**config.mk**
```make
export PLATFORM = sky130hd
export DESIGN_NAME = keypad_calculator_fsm_core
export DESIGN_NICKNAME = d
export VERILOG_FILES = /design/src/hw/rtl/kcalc_pkg.sv /design/src/hw/rtl/kcalc_ctrl.sv /design/src/hw/rtl/kcalc_dp.sv /design/src/hw/rtl/keypad_calculator_fsm_core.sv
export VERILOG_INCLUDE_DIRS = /design/src /design/src/hw/rtl
export SDC_FILE = /design/constraint.sdc
export NUM_CORES = 1
export LEC_CHECK = 0
export BUFFER_PORTS_ARGS = -buffer_cell sky130_fd_sc_hd__buf_2
export CORE_ASPECT_RATIO = 0.6
export CORE_UTILIZATION = 35
export DETAILED_ROUTE_END_ITERATION = 6
export SETUP_SLACK_MARGIN = 0.4
export SLEW_MARGIN = 20
export SYNTH_ARGS = -nofsm -noshare
export SYNTH_HDL_FRONTEND = slang
export SYNTH_SLANG_ARGS = --single-unit
```
**constraint.sdc**
```tcl
create_clock -name clk -period 10.9 [get_ports clk]
set_input_delay 1.09 -clock clk [delete_from_list [all_inputs] [get_ports clk]]
set_output_delay 1.09 -clock clk [all_outputs]
set_load 0.01 [all_outputs]
```
**src/hw/rtl/assert_macros.svh**
```systemverilog
// Assertion macros shared by the calculator RTL.
// Depends on nothing; included by files that carry concurrent checks.
`ifndef ASSERT_MACROS_SVH
`define ASSERT_MACROS_SVH

`ifndef SYNTHESIS
// Check that prop holds at every rising edge outside reset.
`define ASSERT_PROP(lbl, clk, rst_n, prop) \
	lbl: assert property (@(posedge clk) disable iff (!rst_n) (prop)) \
		else $error("assertion failed");
// Check that cond is never true at a rising edge outside reset.
`define ASSERT_NEVER(lbl, clk, rst_n, cond) \
	lbl: assert property (@(posedge clk) disable iff (!rst_n) !(cond)) \
		else $error("forbidden condition seen");
`else
`define ASSERT_PROP(lbl, clk, rst_n, prop)
`define ASSERT_NEVER(lbl, clk, rst_n, cond)
`endif

`endif

```
**src/hw/rtl/kcalc_pkg.sv**
```systemverilog
// Package for the keypad calculator: word types, codes, widths and the
// command/status structs between controller and datapath. No dependencies.
`default_nettype none

package kcalc_pkg;

	localparam int OPERAND_W = 17;
	localparam int LIMIT_W   = 16;
	localparam int RES_W     = 35;
	localparam int DIV_STEPS = 17;
	localparam int CNT_W     = $clog2(DIV_STEPS);
	localparam int ENTRY_W   = 21;

	localparam logic [LIMIT_W-1:0] LIMIT_RESET = 16'hFFFF;

	// key kinds
	localparam logic [1:0] KIND_NONE  = 2'd0;
	localparam logic [1:0] KIND_OP    = 2'd1;
	localparam logic [1:0] KIND_DIGIT = 2'd2;
	localparam logic [1:0] KIND_CLEAR = 2'd3;

	// operator key values
	localparam logic [3:0] KEY_ADD    = 4'd1;
	localparam logic [3:0] KEY_DIV    = 4'd4;
	localparam logic [3:0] KEY_EQUALS = 4'd5;
	localparam logic [3:0] KEY_DIGIT_MAX = 4'd9;

	// stored operator codes
	localparam logic [1:0] OP_ADD = 2'd0;
	localparam logic [1:0] OP_SUB = 2'd1;
	localparam logic [1:0] OP_MUL = 2'd2;
	localparam logic [1:0] OP_DIV = 2'd3;

	// phases
	localparam logic [1:0] PH_IDLE   = 2'd0;
	localparam logic [1:0] PH_FIRST  = 2'd1;
	localparam logic [1:0] PH_SECOND = 2'd2;
	localparam logic [1:0] PH_UNUSED = 2'd3;

	// error codes
	localparam logic [1:0] ERR_NONE     = 2'd0;
	localparam logic [1:0] ERR_OVERFLOW = 2'd1;
	localparam logic [1:0] ERR_DIVZERO  = 2'd2;
	localparam logic [1:0] ERR_UNUSED   = 2'd3;

	typedef struct packed {
		logic [1:0] kind;
		logic [3:0] value;
	} kcalc_in_t;

	typedef struct packed {
		logic signed [OPERAND_W-1:0] display_value;
		logic [1:0]                  error;
		logic [1:0]                  phase;
	} kcalc_out_t;

	typedef struct packed {
		logic load_key;
		logic start_calc;
		logic div_step;
		logic commit;
	} kcalc_cmd_t;

	typedef struct packed {
		logic need_calc;
		logic div_run;
	} kcalc_sts_t;

endpackage

`default_nettype wire

```
**src/hw/rtl/kcalc_ctrl.sv**
```systemverilog
// Controller state machine of the keypad calculator.
// Depends on kcalc_pkg; drives datapath commands from its status.
`default_nettype none

module kcalc_ctrl (
	input  logic                   clk,
	input  logic                   arst_n,
	input  logic                   in_valid,
	output logic                   in_ready,
	output logic                   out_valid,
	input  logic                   out_ready,
	input  kcalc_pkg::kcalc_sts_t  sts,
	output kcalc_pkg::kcalc_cmd_t  cmd
);
	import kcalc_pkg::*;

	localparam logic [1:0] ST_READY = 2'd0;
	localparam logic [1:0] ST_EXEC  = 2'd1;
	localparam logic [1:0] ST_ARITH = 2'd2;
	localparam logic [1:0] ST_FIN   = 2'd3;

	logic [1:0]       state_q, state_n;
	logic [CNT_W-1:0] cnt_q, cnt_n;
	logic             out_valid_q, out_valid_n;
	logic             slot_free;

	assign slot_free = !out_valid_q || out_ready;
	assign in_ready  = (state_q == ST_READY);
	assign out_valid = out_valid_q;

	always_comb begin
		cmd     = '0;
		state_n = state_q;
		cnt_n   = cnt_q;
		unique case (state_q)
			ST_READY: begin
				if (in_valid) begin
					cmd.load_key = 1'b1;
					state_n      = ST_EXEC;
				end
			end
			ST_EXEC: begin
				if (sts.need_calc) begin
					cmd.start_calc = 1'b1;
					if (sts.div_run) begin
						cnt_n   = CNT_W'(DIV_STEPS - 1);
						state_n = ST_ARITH;
					end else begin
						state_n = ST_FIN;
					end
				end else if (slot_free) begin
					cmd.commit = 1'b1;
					state_n    = ST_READY;
				end
			end
			ST_ARITH: begin
				cmd.div_step = 1'b1;
				if (cnt_q == '0) begin
					state_n = ST_FIN;
				end else begin
					cnt_n = cnt_q - 1'b1;
				end
			end
			ST_FIN: begin
				if (slot_free) begin
					cmd.commit = 1'b1;
					state_n    = ST_READY;
				end
			end
			default: begin
				state_n = ST_READY;
			end
		endcase
	end

	always_comb begin
		if (cmd.commit) begin
			out_valid_n = 1'b1;
		end else if (out_ready) begin
			out_valid_n = 1'b0;
		end else begin
			out_valid_n = out_valid_q;
		end
	end

	always_ff @(posedge clk or negedge arst_n) begin
		if (!arst_n) begin
			state_q     <= ST_READY;
			cnt_q       <= '0;
			out_valid_q <= 1'b0;
		end else begin
			state_q     <= state_n;
			cnt_q       <= cnt_n;
			out_valid_q <= out_valid_n;
		end
	end

endmodule

`default_nettype wire

```
**src/hw/rtl/kcalc_dp.sv**
```systemverilog
// Datapath of the keypad calculator: operand and result registers, limit,
// adder/multiplier, restoring divider and output word. Depends on kcalc_pkg.
`default_nettype none

module kcalc_dp (
	input  logic                          clk,
	input  logic                          arst_n,
	input  kcalc_pkg::kcalc_cmd_t         cmd,
	output kcalc_pkg::kcalc_sts_t         sts,
	input  kcalc_pkg::kcalc_in_t          key_in,
	input  logic                          limit_we,
	input  logic [kcalc_pkg::LIMIT_W-1:0] limit_wdata,
	output kcalc_pkg::kcalc_out_t         out_word
);
	import kcalc_pkg::*;

	logic [LIMIT_W-1:0]          limit_q;
	logic [1:0]                  phase_q, phase_n;
	logic signed [OPERAND_W-1:0] first_q, first_n;
	logic [1:0]                  op_q, op_n;
	logic [LIMIT_W-1:0]          second_q, second_n;
	logic signed [OPERAND_W-1:0] last_q, last_n;
	logic                        rvalid_q, rvalid_n;
	logic [1:0]                  err_n;
	logic signed [OPERAND_W-1:0] shown_n;

	kcalc_in_t                   key_q;
	kcalc_out_t                  out_q;

	logic signed [RES_W-1:0]     res_q, res_n;
	logic [LIMIT_W-1:0]          rem_q;
	logic [OPERAND_W-1:0]        quo_q;

	logic is_digit, is_op, is_eq, is_clr;

	assign is_digit = (key_q.kind == KIND_DIGIT) && (key_q.value <= KEY_DIGIT_MAX);
	assign is_op    = (key_q.kind == KIND_OP) && (key_q.value >= KEY_ADD)
	               && (key_q.value <= KEY_DIV);
	assign is_eq    = (key_q.kind == KIND_OP) && (key_q.value == KEY_EQUALS);
	assign is_clr   = (key_q.kind == KIND_CLEAR);

	assign sts.need_calc = is_eq && (phase_q == PH_SECOND);
	assign sts.div_run   = (op_q == OP_DIV) && (second_q != '0);

	// add, subtract and multiply, registered at start
	logic signed [RES_W-1:0]       a_ext, b_ext;
	logic signed [2*OPERAND_W-1:0] prod;
	logic [OPERAND_W-1:0]          a_mag;

	assign a_ext = RES_W'(first_q);
	assign b_ext = $signed({{(RES_W-LIMIT_W){1'b0}}, second_q});
	assign prod  = (2*OPERAND_W)'(first_q) * (2*OPERAND_W)'($signed({1'b0, second_q}));
	assign a_mag = first_q[OPERAND_W-1] ? OPERAND_W'(-first_q) : OPERAND_W'(first_q);

	always_comb begin
		unique case (op_q)
			OP_ADD:  res_n = a_ext + b_ext;
			OP_SUB:  res_n = a_ext - b_ext;
			OP_MUL:  res_n = RES_W'(prod);
			default: res_n = '0;
		endcase
	end

	// restoring division step: one quotient bit per cycle
	logic [OPERAND_W-1:0] trial;
	logic                 ge;

	assign trial = {rem_q, quo_q[OPERAND_W-1]};
	assign ge    = trial >= {1'b0, second_q};

	always_ff @(posedge clk) begin
		if (cmd.start_calc) begin
			res_q <= res_n;
			rem_q <= '0;
			quo_q <= a_mag;
		end else if (cmd.div_step) begin
			rem_q <= ge ? LIMIT_W'(trial - {1'b0, second_q}) : trial[LIMIT_W-1:0];
			quo_q <= {quo_q[OPERAND_W-2:0], ge};
		end
	end

	// result selection and range check
	logic signed [RES_W-1:0] q_ext, calc_val, lim_s;
	logic                    in_range;
	logic [1:0]              calc_err;

	assign q_ext    = $signed({{(RES_W-OPERAND_W){1'b0}}, quo_q});
	assign calc_val = (op_q == OP_DIV) ? (first_q[OPERAND_W-1] ? -q_ext : q_ext) : res_q;
	assign lim_s    = $signed({{(RES_W-LIMIT_W){1'b0}}, limit_q});
	assign in_range = (calc_val <= lim_s) && (calc_val >= ~lim_s);

	always_comb begin
		if ((op_q == OP_DIV) && (second_q == '0)) begin
			calc_err = ERR_DIVZERO;
		end else if (!in_range) begin
			calc_err = ERR_OVERFLOW;
		end else begin
			calc_err = ERR_NONE;
		end
	end

	// digit accumulation
	logic [ENTRY_W-1:0] n_first, n_second, lim_e;

	assign lim_e    = {{(ENTRY_W-LIMIT_W){1'b0}}, limit_q};
	assign n_first  = {{(ENTRY_W-OPERAND_W){1'b0}}, first_q} * ENTRY_W'(10)
	                + {{(ENTRY_W-4){1'b0}}, key_q.value};
	assign n_second = {{(ENTRY_W-LIMIT_W){1'b0}}, second_q} * ENTRY_W'(10)
	                + {{(ENTRY_W-4){1'b0}}, key_q.value};

	always_comb begin
		phase_n  = phase_q;
		first_n  = first_q;
		op_n     = op_q;
		second_n = second_q;
		last_n   = last_q;
		rvalid_n = rvalid_q;
		err_n    = ERR_NONE;
		unique case (phase_q)
			PH_FIRST: begin
				if (is_digit) begin
					if (n_first > lim_e) begin
						err_n    = ERR_OVERFLOW;
						phase_n  = PH_IDLE;
						first_n  = '0;
						second_n = '0;
						op_n     = OP_ADD;
					end else begin
						first_n = $signed(n_first[OPERAND_W-1:0]);
					end
				end else if (is_clr) begin
					phase_n  = PH_IDLE;
					first_n  = '0;
					second_n = '0;
					op_n     = OP_ADD;
				end else if (is_op) begin
					op_n     = 2'(key_q.value - KEY_ADD);
					second_n = '0;
					phase_n  = PH_SECOND;
				end
			end
			PH_SECOND: begin
				if (is_digit) begin
					if (n_second > lim_e) begin
						err_n    = ERR_OVERFLOW;
						phase_n  = PH_IDLE;
						first_n  = '0;
						second_n = '0;
						op_n     = OP_ADD;
					end else begin
						second_n = n_second[LIMIT_W-1:0];
					end
				end else if (is_clr || is_eq) begin
					if (is_eq) begin
						err_n = calc_err;
						if (calc_err == ERR_NONE) begin
							last_n   = calc_val[OPERAND_W-1:0];
							rvalid_n = 1'b1;
						end
					end
					phase_n  = PH_IDLE;
					first_n  = '0;
					second_n = '0;
					op_n     = OP_ADD;
				end
			end
			default: begin
				phase_n  = PH_IDLE;
				first_n  = '0;
				second_n = '0;
				op_n     = OP_ADD;
				if (is_digit) begin
					if ({{(LIMIT_W-4){1'b0}}, key_q.value} > limit_q) begin
						err_n = ERR_OVERFLOW;
					end else begin
						first_n = $signed({{(OPERAND_W-4){1'b0}}, key_q.value});
						phase_n = PH_FIRST;
					end
				end else if (is_clr) begin
					last_n = '0;
				end else if (is_op && rvalid_q) begin
					first_n = last_q;
					op_n    = 2'(key_q.value - KEY_ADD);
					phase_n = PH_SECOND;
				end
			end
		endcase
	end

	always_comb begin
		unique case (phase_n)
			PH_FIRST:  shown_n = first_n;
			PH_SECOND: shown_n = $signed({1'b0, second_n});
			default:   shown_n = last_n;
		endcase
	end

	always_ff @(posedge clk or negedge arst_n) begin
		if (!arst_n) begin
			limit_q  <= LIMIT_RESET;
			phase_q  <= PH_FIRST;
			first_q  <= '0;
			op_q     <= OP_ADD;
			second_q <= '0;
			last_q   <= '0;
			rvalid_q <= 1'b0;
		end else begin
			if (limit_we) begin
				limit_q <= limit_wdata;
			end
			if (cmd.commit) begin
				phase_q  <= phase_n;
				first_q  <= first_n;
				op_q     <= op_n;
				second_q <= second_n;
				last_q   <= last_n;
				rvalid_q <= rvalid_n;
			end
		end
	end

	always_ff @(posedge clk) begin
		if (cmd.load_key) begin
			key_q <= key_in;
		end
		if (cmd.commit) begin
			out_q.display_value <= shown_n;
			out_q.error         <= err_n;
			out_q.phase         <= phase_n;
		end
	end

	assign out_word = out_q;

endmodule

`default_nettype wire

```
**src/hw/rtl/keypad_calculator_fsm_core.sv**
```systemverilog
// Keypad calculator top level: one key word in, one display word out.
// Each key is accepted, then committed to the display word. Equals in
// second-operand entry first starts the calculation; divide by a nonzero
// operand then runs the 17 divider steps before the commit.
// A key is accepted only after the previous one is committed; a held output word stalls the commit.
// Reset (arst_n low, asynchronous): first-operand entry, operands and last
// result zero, no valid result, limit 65535, no output word pending.
`default_nettype none
`include "assert_macros.svh"

module keypad_calculator_fsm_core (
	input  logic                          clk,
	input  logic                          arst_n,
	// key channel
	input  logic                          in_valid,
	output logic                          in_ready,
	input  kcalc_pkg::kcalc_in_t          in_data,
	// display channel
	output logic                          out_valid,
	input  logic                          out_ready,
	output kcalc_pkg::kcalc_out_t         out_data,
	// limit register write
	input  logic                          limit_we,
	input  logic [kcalc_pkg::LIMIT_W-1:0] limit_wdata
);
	import kcalc_pkg::*;

	kcalc_cmd_t cmd;
	kcalc_sts_t sts;

	// Controller: accept one key, then either commit it directly or run the
	// arithmetic (a registered start, then for divide by a nonzero operand the
	// 17 divider steps) and commit in the finish state. A commit waits until the
	// output register is free, so a delivered word is never overwritten; the next
	// key is taken while the previous word still waits on out_ready.
	kcalc_ctrl u_ctrl (
		.clk       (clk),
		.arst_n    (arst_n),
		.in_valid  (in_valid),
		.in_ready  (in_ready),
		.out_valid (out_valid),
		.out_ready (out_ready),
		.sts       (sts),
		.cmd       (cmd)
	);

	// Datapath: holds the key, operands, last result and the limit; builds
	// the next calculator state and the display word on commit.
	kcalc_dp u_dp (
		.clk         (clk),
		.arst_n      (arst_n),
		.cmd         (cmd),
		.sts         (sts),
		.key_in      (in_data),
		.limit_we    (limit_we),
		.limit_wdata (limit_wdata),
		.out_word    (out_data)
	);

	// Never overwrite a pending output word.
	`ASSERT_PROP(a_commit_slot, clk, arst_n, cmd.commit |-> (!out_valid || out_ready))
	// Commit never falls in the key-accept cycle.
	`ASSERT_NEVER(a_commit_ready, clk, arst_n, in_ready && cmd.commit)
	// Hold the calculation start away from the accept cycle too.
	`ASSERT_NEVER(a_start_ready, clk, arst_n, in_ready && cmd.start_calc)
	// A shown word never carries the unused phase or error code.
	`ASSERT_NEVER(a_out_codes, clk, arst_n,
		out_valid && (out_data.phase == PH_UNUSED || out_data.error == ERR_UNUSED))

endmodule

`default_nettype wire
```
==> reports/summary.md <==
The path with the worst hold slack has its endpoint at u_dp.rem_q[15]$_SDFFE_PP0P_. Setup violation total in the final timing report: 0. For the worst relative slew slack, the log shows 0.2721.

CTS placed an instance of clkbuf_16 at the clock tree root. Post-detailed-route count of antenna-violating nets: 0. The deepest level of the CTS H-tree is 4. The final reports fail on DRC. The buffer depth of the longest clock path came out at 2. TritonCTS created 17 clock buffers.

Sorting the synthesized cells by how often they occur yields inv_1, nand2_1, fa_1. The total power density per cell area came out at 79.06 mW/mm2. Setup repair after global routing left no endpoint under its margin.

The tool flagged a number of max-cap violations equal to 0. The final estimated routing congestion in global placement was 0.9944. Final core utilization: 0.3813. In this run the worst hold path is classified as reg2reg.

The worst hold path begins at u_dp.rem_q[15]$_SDFFE_PP0P_. The count of buffers inserted at the top-level ports came out at 49. The clock reaches the later pin of the worst-skew pair after 0.51 ns. The sum of met3 wire segment lengths after detailed routing is 15.11 mm, and the post-detailed-routing wire length is 92.03 mm. The most common cell type on the critical path is ha_1. The run gives 0.02620 mm2 as the netlist area before placement.

Together, buffers and inverters on the worst path number 2. The tools report the number of global-route vias before repair as 21.39k. The flow ran to the end, but the final reports show violations.

The tools report the number of warnings issued by yosys as 0. For the combinational group share of total power, the log shows 0.322. TritonCTS built the clock tree. The via count came out at 22.73k. The critical path in this run is classified as reg2reg.

Total overflow reported by the global router: 0. For the sequential fraction of the synthesis area, the log shows 0.1779. The fraction of final layout cells sized beyond drive strength 1 is 0.06071. The worst hold path cell count is 1, and the gate count of the mapped netlist is 3,082.

The run gives 0 as the final count of hold timing violations. The total design power is 0.002228 W. The floorplan has 77 rows.

The routed length on met2 was 30.87 mm; the quantity of gates resized following cts was 0. The first routing iteration left 2,879 violations. The floorplan core area was 0.07389 mm2. In this run the vertical extent of the chip is 213.9 um. The number of buffers inserted for hold repair after clock tree synthesis came out at 0. Fill cells in the final layout number 7,473. The synthesized design contains 78 enable-type register cells.

The total die area came out at 0.07600 mm2. The switching share of power is 0.4231. The detailed-route vias per instance was 5.582. The slowest stage of the critical path is the dfrtp_1 cell. Data on the critical path arrives at its endpoint at 8.80 ns. Sorting the synthesized cells by area gives the leading types as fa_1, ha_1, edfxtp_1, inv_1, nand2_1.

Cell type contributing the most total cell area after synthesis: fa_1. The portion of the clock cycle consumed by the worst path in the final layout works out to 0.7836. Based on the critical path, the design can be clocked at up to 117.1 MHz. The top-area cell type share of the netlist area was 0.2185. For the final database, setup skew stands at 0.02209 ns. Wire length on met1: 44.68 mm.

The first detailed-routing pass ran for 7 iterations. The run gives 139.8 mm as the wire length of the first global-routing pass. At the worst endpoint, the required time is 11.16 ns. The number of setup buffers added after CTS is 0.

Among all flip-flop cells after synthesis, the most frequent one is edfxtp_1. The worst path needs 8.542 ns of the cycle, external delays included. The worst setup path is launched from a register. The cell internal power dissipation was 0.001285 W; the sequential share of power was 0.376.

The cell with the most instances after synthesis is inv_1. The longest individual stage delay on the worst path is 1.04 ns, and the transition time at the pin with the least slew margin is 1.092 ns. After the last flow step, the layout net total stands at 3,657. Once detailed placement completed, the half-perimeter wirelength came to 73.20 mm.

The analysis attributes to net switching a power of 0.0009425 W. The run gives 0 ns as the final setup TNS. VDD sags by at most 0.1376 mV. In this run the count of I/O pins placed on the die edge is 50. The post-synthesis area per instance was 8.502 um2; the routed wire length per instance was 22.61 um.

The tools report the worst flop-to-flop path endpoint as u_dp.out_word[18]$_DFFE_PP_. The run gives 4 as the residual DRC count. CTS saw 173 sinks.

The number of cells on the worst reg-to-reg path is 26. The clock share of power was 0.302; the die outline width was 355.2 um. In this run the register-to-register setup slack is 2.36 ns. Grouping stages by cell kind, the critical path spends the most delay in compound AO/OA/AOI/OAI gates. The launch instance of the worst register-to-register path was u_dp.second_q[4]$_DFFE_PN0P_. Compared with the post-synthesis result, the final layout area differs by 7.530%. Of all nets on the critical path, the largest fanout is 22.

The clock input transition at the sequential cells of the worst setup and hold paths was 0.09 ns; the share of flip-flops with an asynchronous set or reset after synthesis was 0.4566. The sort of element at the end of the critical path is a register. The global routing usage summed across all routing layers is 0.2457. Synthesis produced a netlist with a net count of 3,672. The logs give 6 for the number of antenna violations at the first check in global routing and 13.60 nW for the leakage power figure. In this run, synthesis produced a sequential element count of 173. For the number of pins with negative max-slew slack in the final report, the log shows 0. The run gives 49 as the largest net degree at the start of global routing. Synthesis instantiated 87 different standard cells from the library. The effective utilization at floorplan came out at 0.3546. The highest routed metal layer was met5.
-- state kept, by name, summed over array words and instances, names as in the netlist, 6 cells and up --
signal and count:
u_dp.limit_q 16, u_dp.last_q 17, u_dp.second_q 16, u_dp.quo_q 17, u_dp.rem_q 16, u_dp.res_q 34
u_dp.first_q 17, u_dp.key_q 6, u_dp.out_word 21
-- stage by stage --
| step | instances | worst slack, ns | cell area, um2 | hold WS, ns |
|---|---|---|---|---|
| finish | 4071 | 2.358 | 28180 | 0.4783 |
| CTS | 4067 | 2.563 | 28160 | 0.4748 |
| global route | 4067 | 1.686 | 28170 | 0.4901 |
| global placement | 4035 | 2.803 | 27560 | 0.4540 |
| floorplan | 3082 | 3.460 | 26200 | 0.4424 |
| detailed placement | 4035 | 2.632 | 27560 | 0.4562 |
-- power by group through the flow --
stage | Clock, W | Combinational [W] | Sequential (W)
floorplan | 0 | 0.000418 | 0.000822
global placement | 0 | 0.000684 | 0.000848
detailed placement | 0 | 0.000685 | 0.000846
CTS | 0.000681 | 0.000687 | 0.000834
global route | 0.000705 | 0.000769 | 0.000840
finish | 0.000674 | 0.000718 | 0.000837
-- worst max path at each step --
stage	end	depth (start not counted)	start	slack [ns]
after global placement	u_dp.out_word[18]$_DFFE_PP_	27	u_dp.first_q[3]$_DFFE_PN0P_	2.80
final	u_dp.out_word[18]$_DFFE_PP_	26	u_dp.second_q[4]$_DFFE_PN0P_	2.36
after global routing	u_dp.out_word[18]$_DFFE_PP_	27	u_dp.second_q[3]$_DFFE_PN0P_	1.69
after detailed placement	u_dp.out_word[18]$_DFFE_PP_	27	u_dp.second_q[3]$_DFFE_PN0P_	2.63
after floorplan	u_dp.res_q[32]$_DFFE_PP_	27	u_dp.first_q[16]$_DFFE_PN0P_	3.46
after CTS	u_dp.out_word[18]$_DFFE_PP_	27	u_dp.second_q[3]$_DFFE_PN0P_	2.56
-- area by class of cell --
type	instances	area, um2	area share
Inverter	464	1742	0.06181
Timing Repair Buffer	102	645.6	0.02291
Clock buffer	17	425.4	0.01510
Sequential cell	173	4663	0.1655
Multi-Input combinational cell	2309	19290	0.6845
Clock inverter	15	167.7	0.005951
Antenna cell	4	10.01	0.0003553
Tap cell	987	1235	0.04383
-- per-layer routing --
metal | vias up | global-route usage
li1 | 10340 | -
met1 | 10912 | 0.3935
met2 | 1372 | 0.2810
met3 | 100 | 0.1174
met4 | 2 | 0.04713
met5 | - | 0
-- cells by family after synthesis --
group	after synthesis	share of synthesized area
AOI/OAI and AO/OA	660	0.1629
xor gates and xnor gates	130	0.04345
adders and majority gates	563	0.3508
buffers and inverters	600	0.08638
DFF	173	0.1779
muxes	33	0.01289
and+or+nand+nor	923	0.1657
-- worst register-to-register path: stages, from the launching register on --
cell,delay [ns]
dfrtp_1,1.04
ha_1,0.43
fa_1,0.47
a211oi_1,0.42
nor2_1,0.17
o311ai_2,0.38
nand4_1,0.20
nand4b_1,0.24
mux2i_1,0.62
ha_1,0.39
a22o_1,0.22
nor4_1,0.16
o31ai_1,0.10
o21ai_0,0.21
nand3_1,0.10
a21oi_1,0.33
o21ai_1,0.09
buf_4,0.22
a21oi_1,0.20
o21ai_0,0.14
o21a_1,0.23
ha_1,0.72
inv_1,0.27
nand2_1,0.34
nor3_1,0.17
a221oi_1,0.33
o211ai_1,0.13
-- cells in the final DEF (no fill, tap or decap), types with 22 or more instances in the layout --
cell type  synthesis  final
inv_1            462    462
nand4_1           33     33
xor2_1            67     67
fa_1             286    286
dfrtp_1           62     60
nand2_1          415    414
edfxtp_1          78     78
o31ai_1           30     30
o211ai_1          22     22
nor2_1           142    142
nand2b_1          33     33
nor3_1            49     49
o21ai_0          211    211
a21oi_1          133    133
a21o_1            42     42
xnor2_1           63     63
buf_4              2     54
nand3_1           47     47
mux2i_1           27     27
ha_1             277    277
buf_2              2     48
and2_1            81     81
nor2b_1           29     29
(Power assumes the default switching activity.)
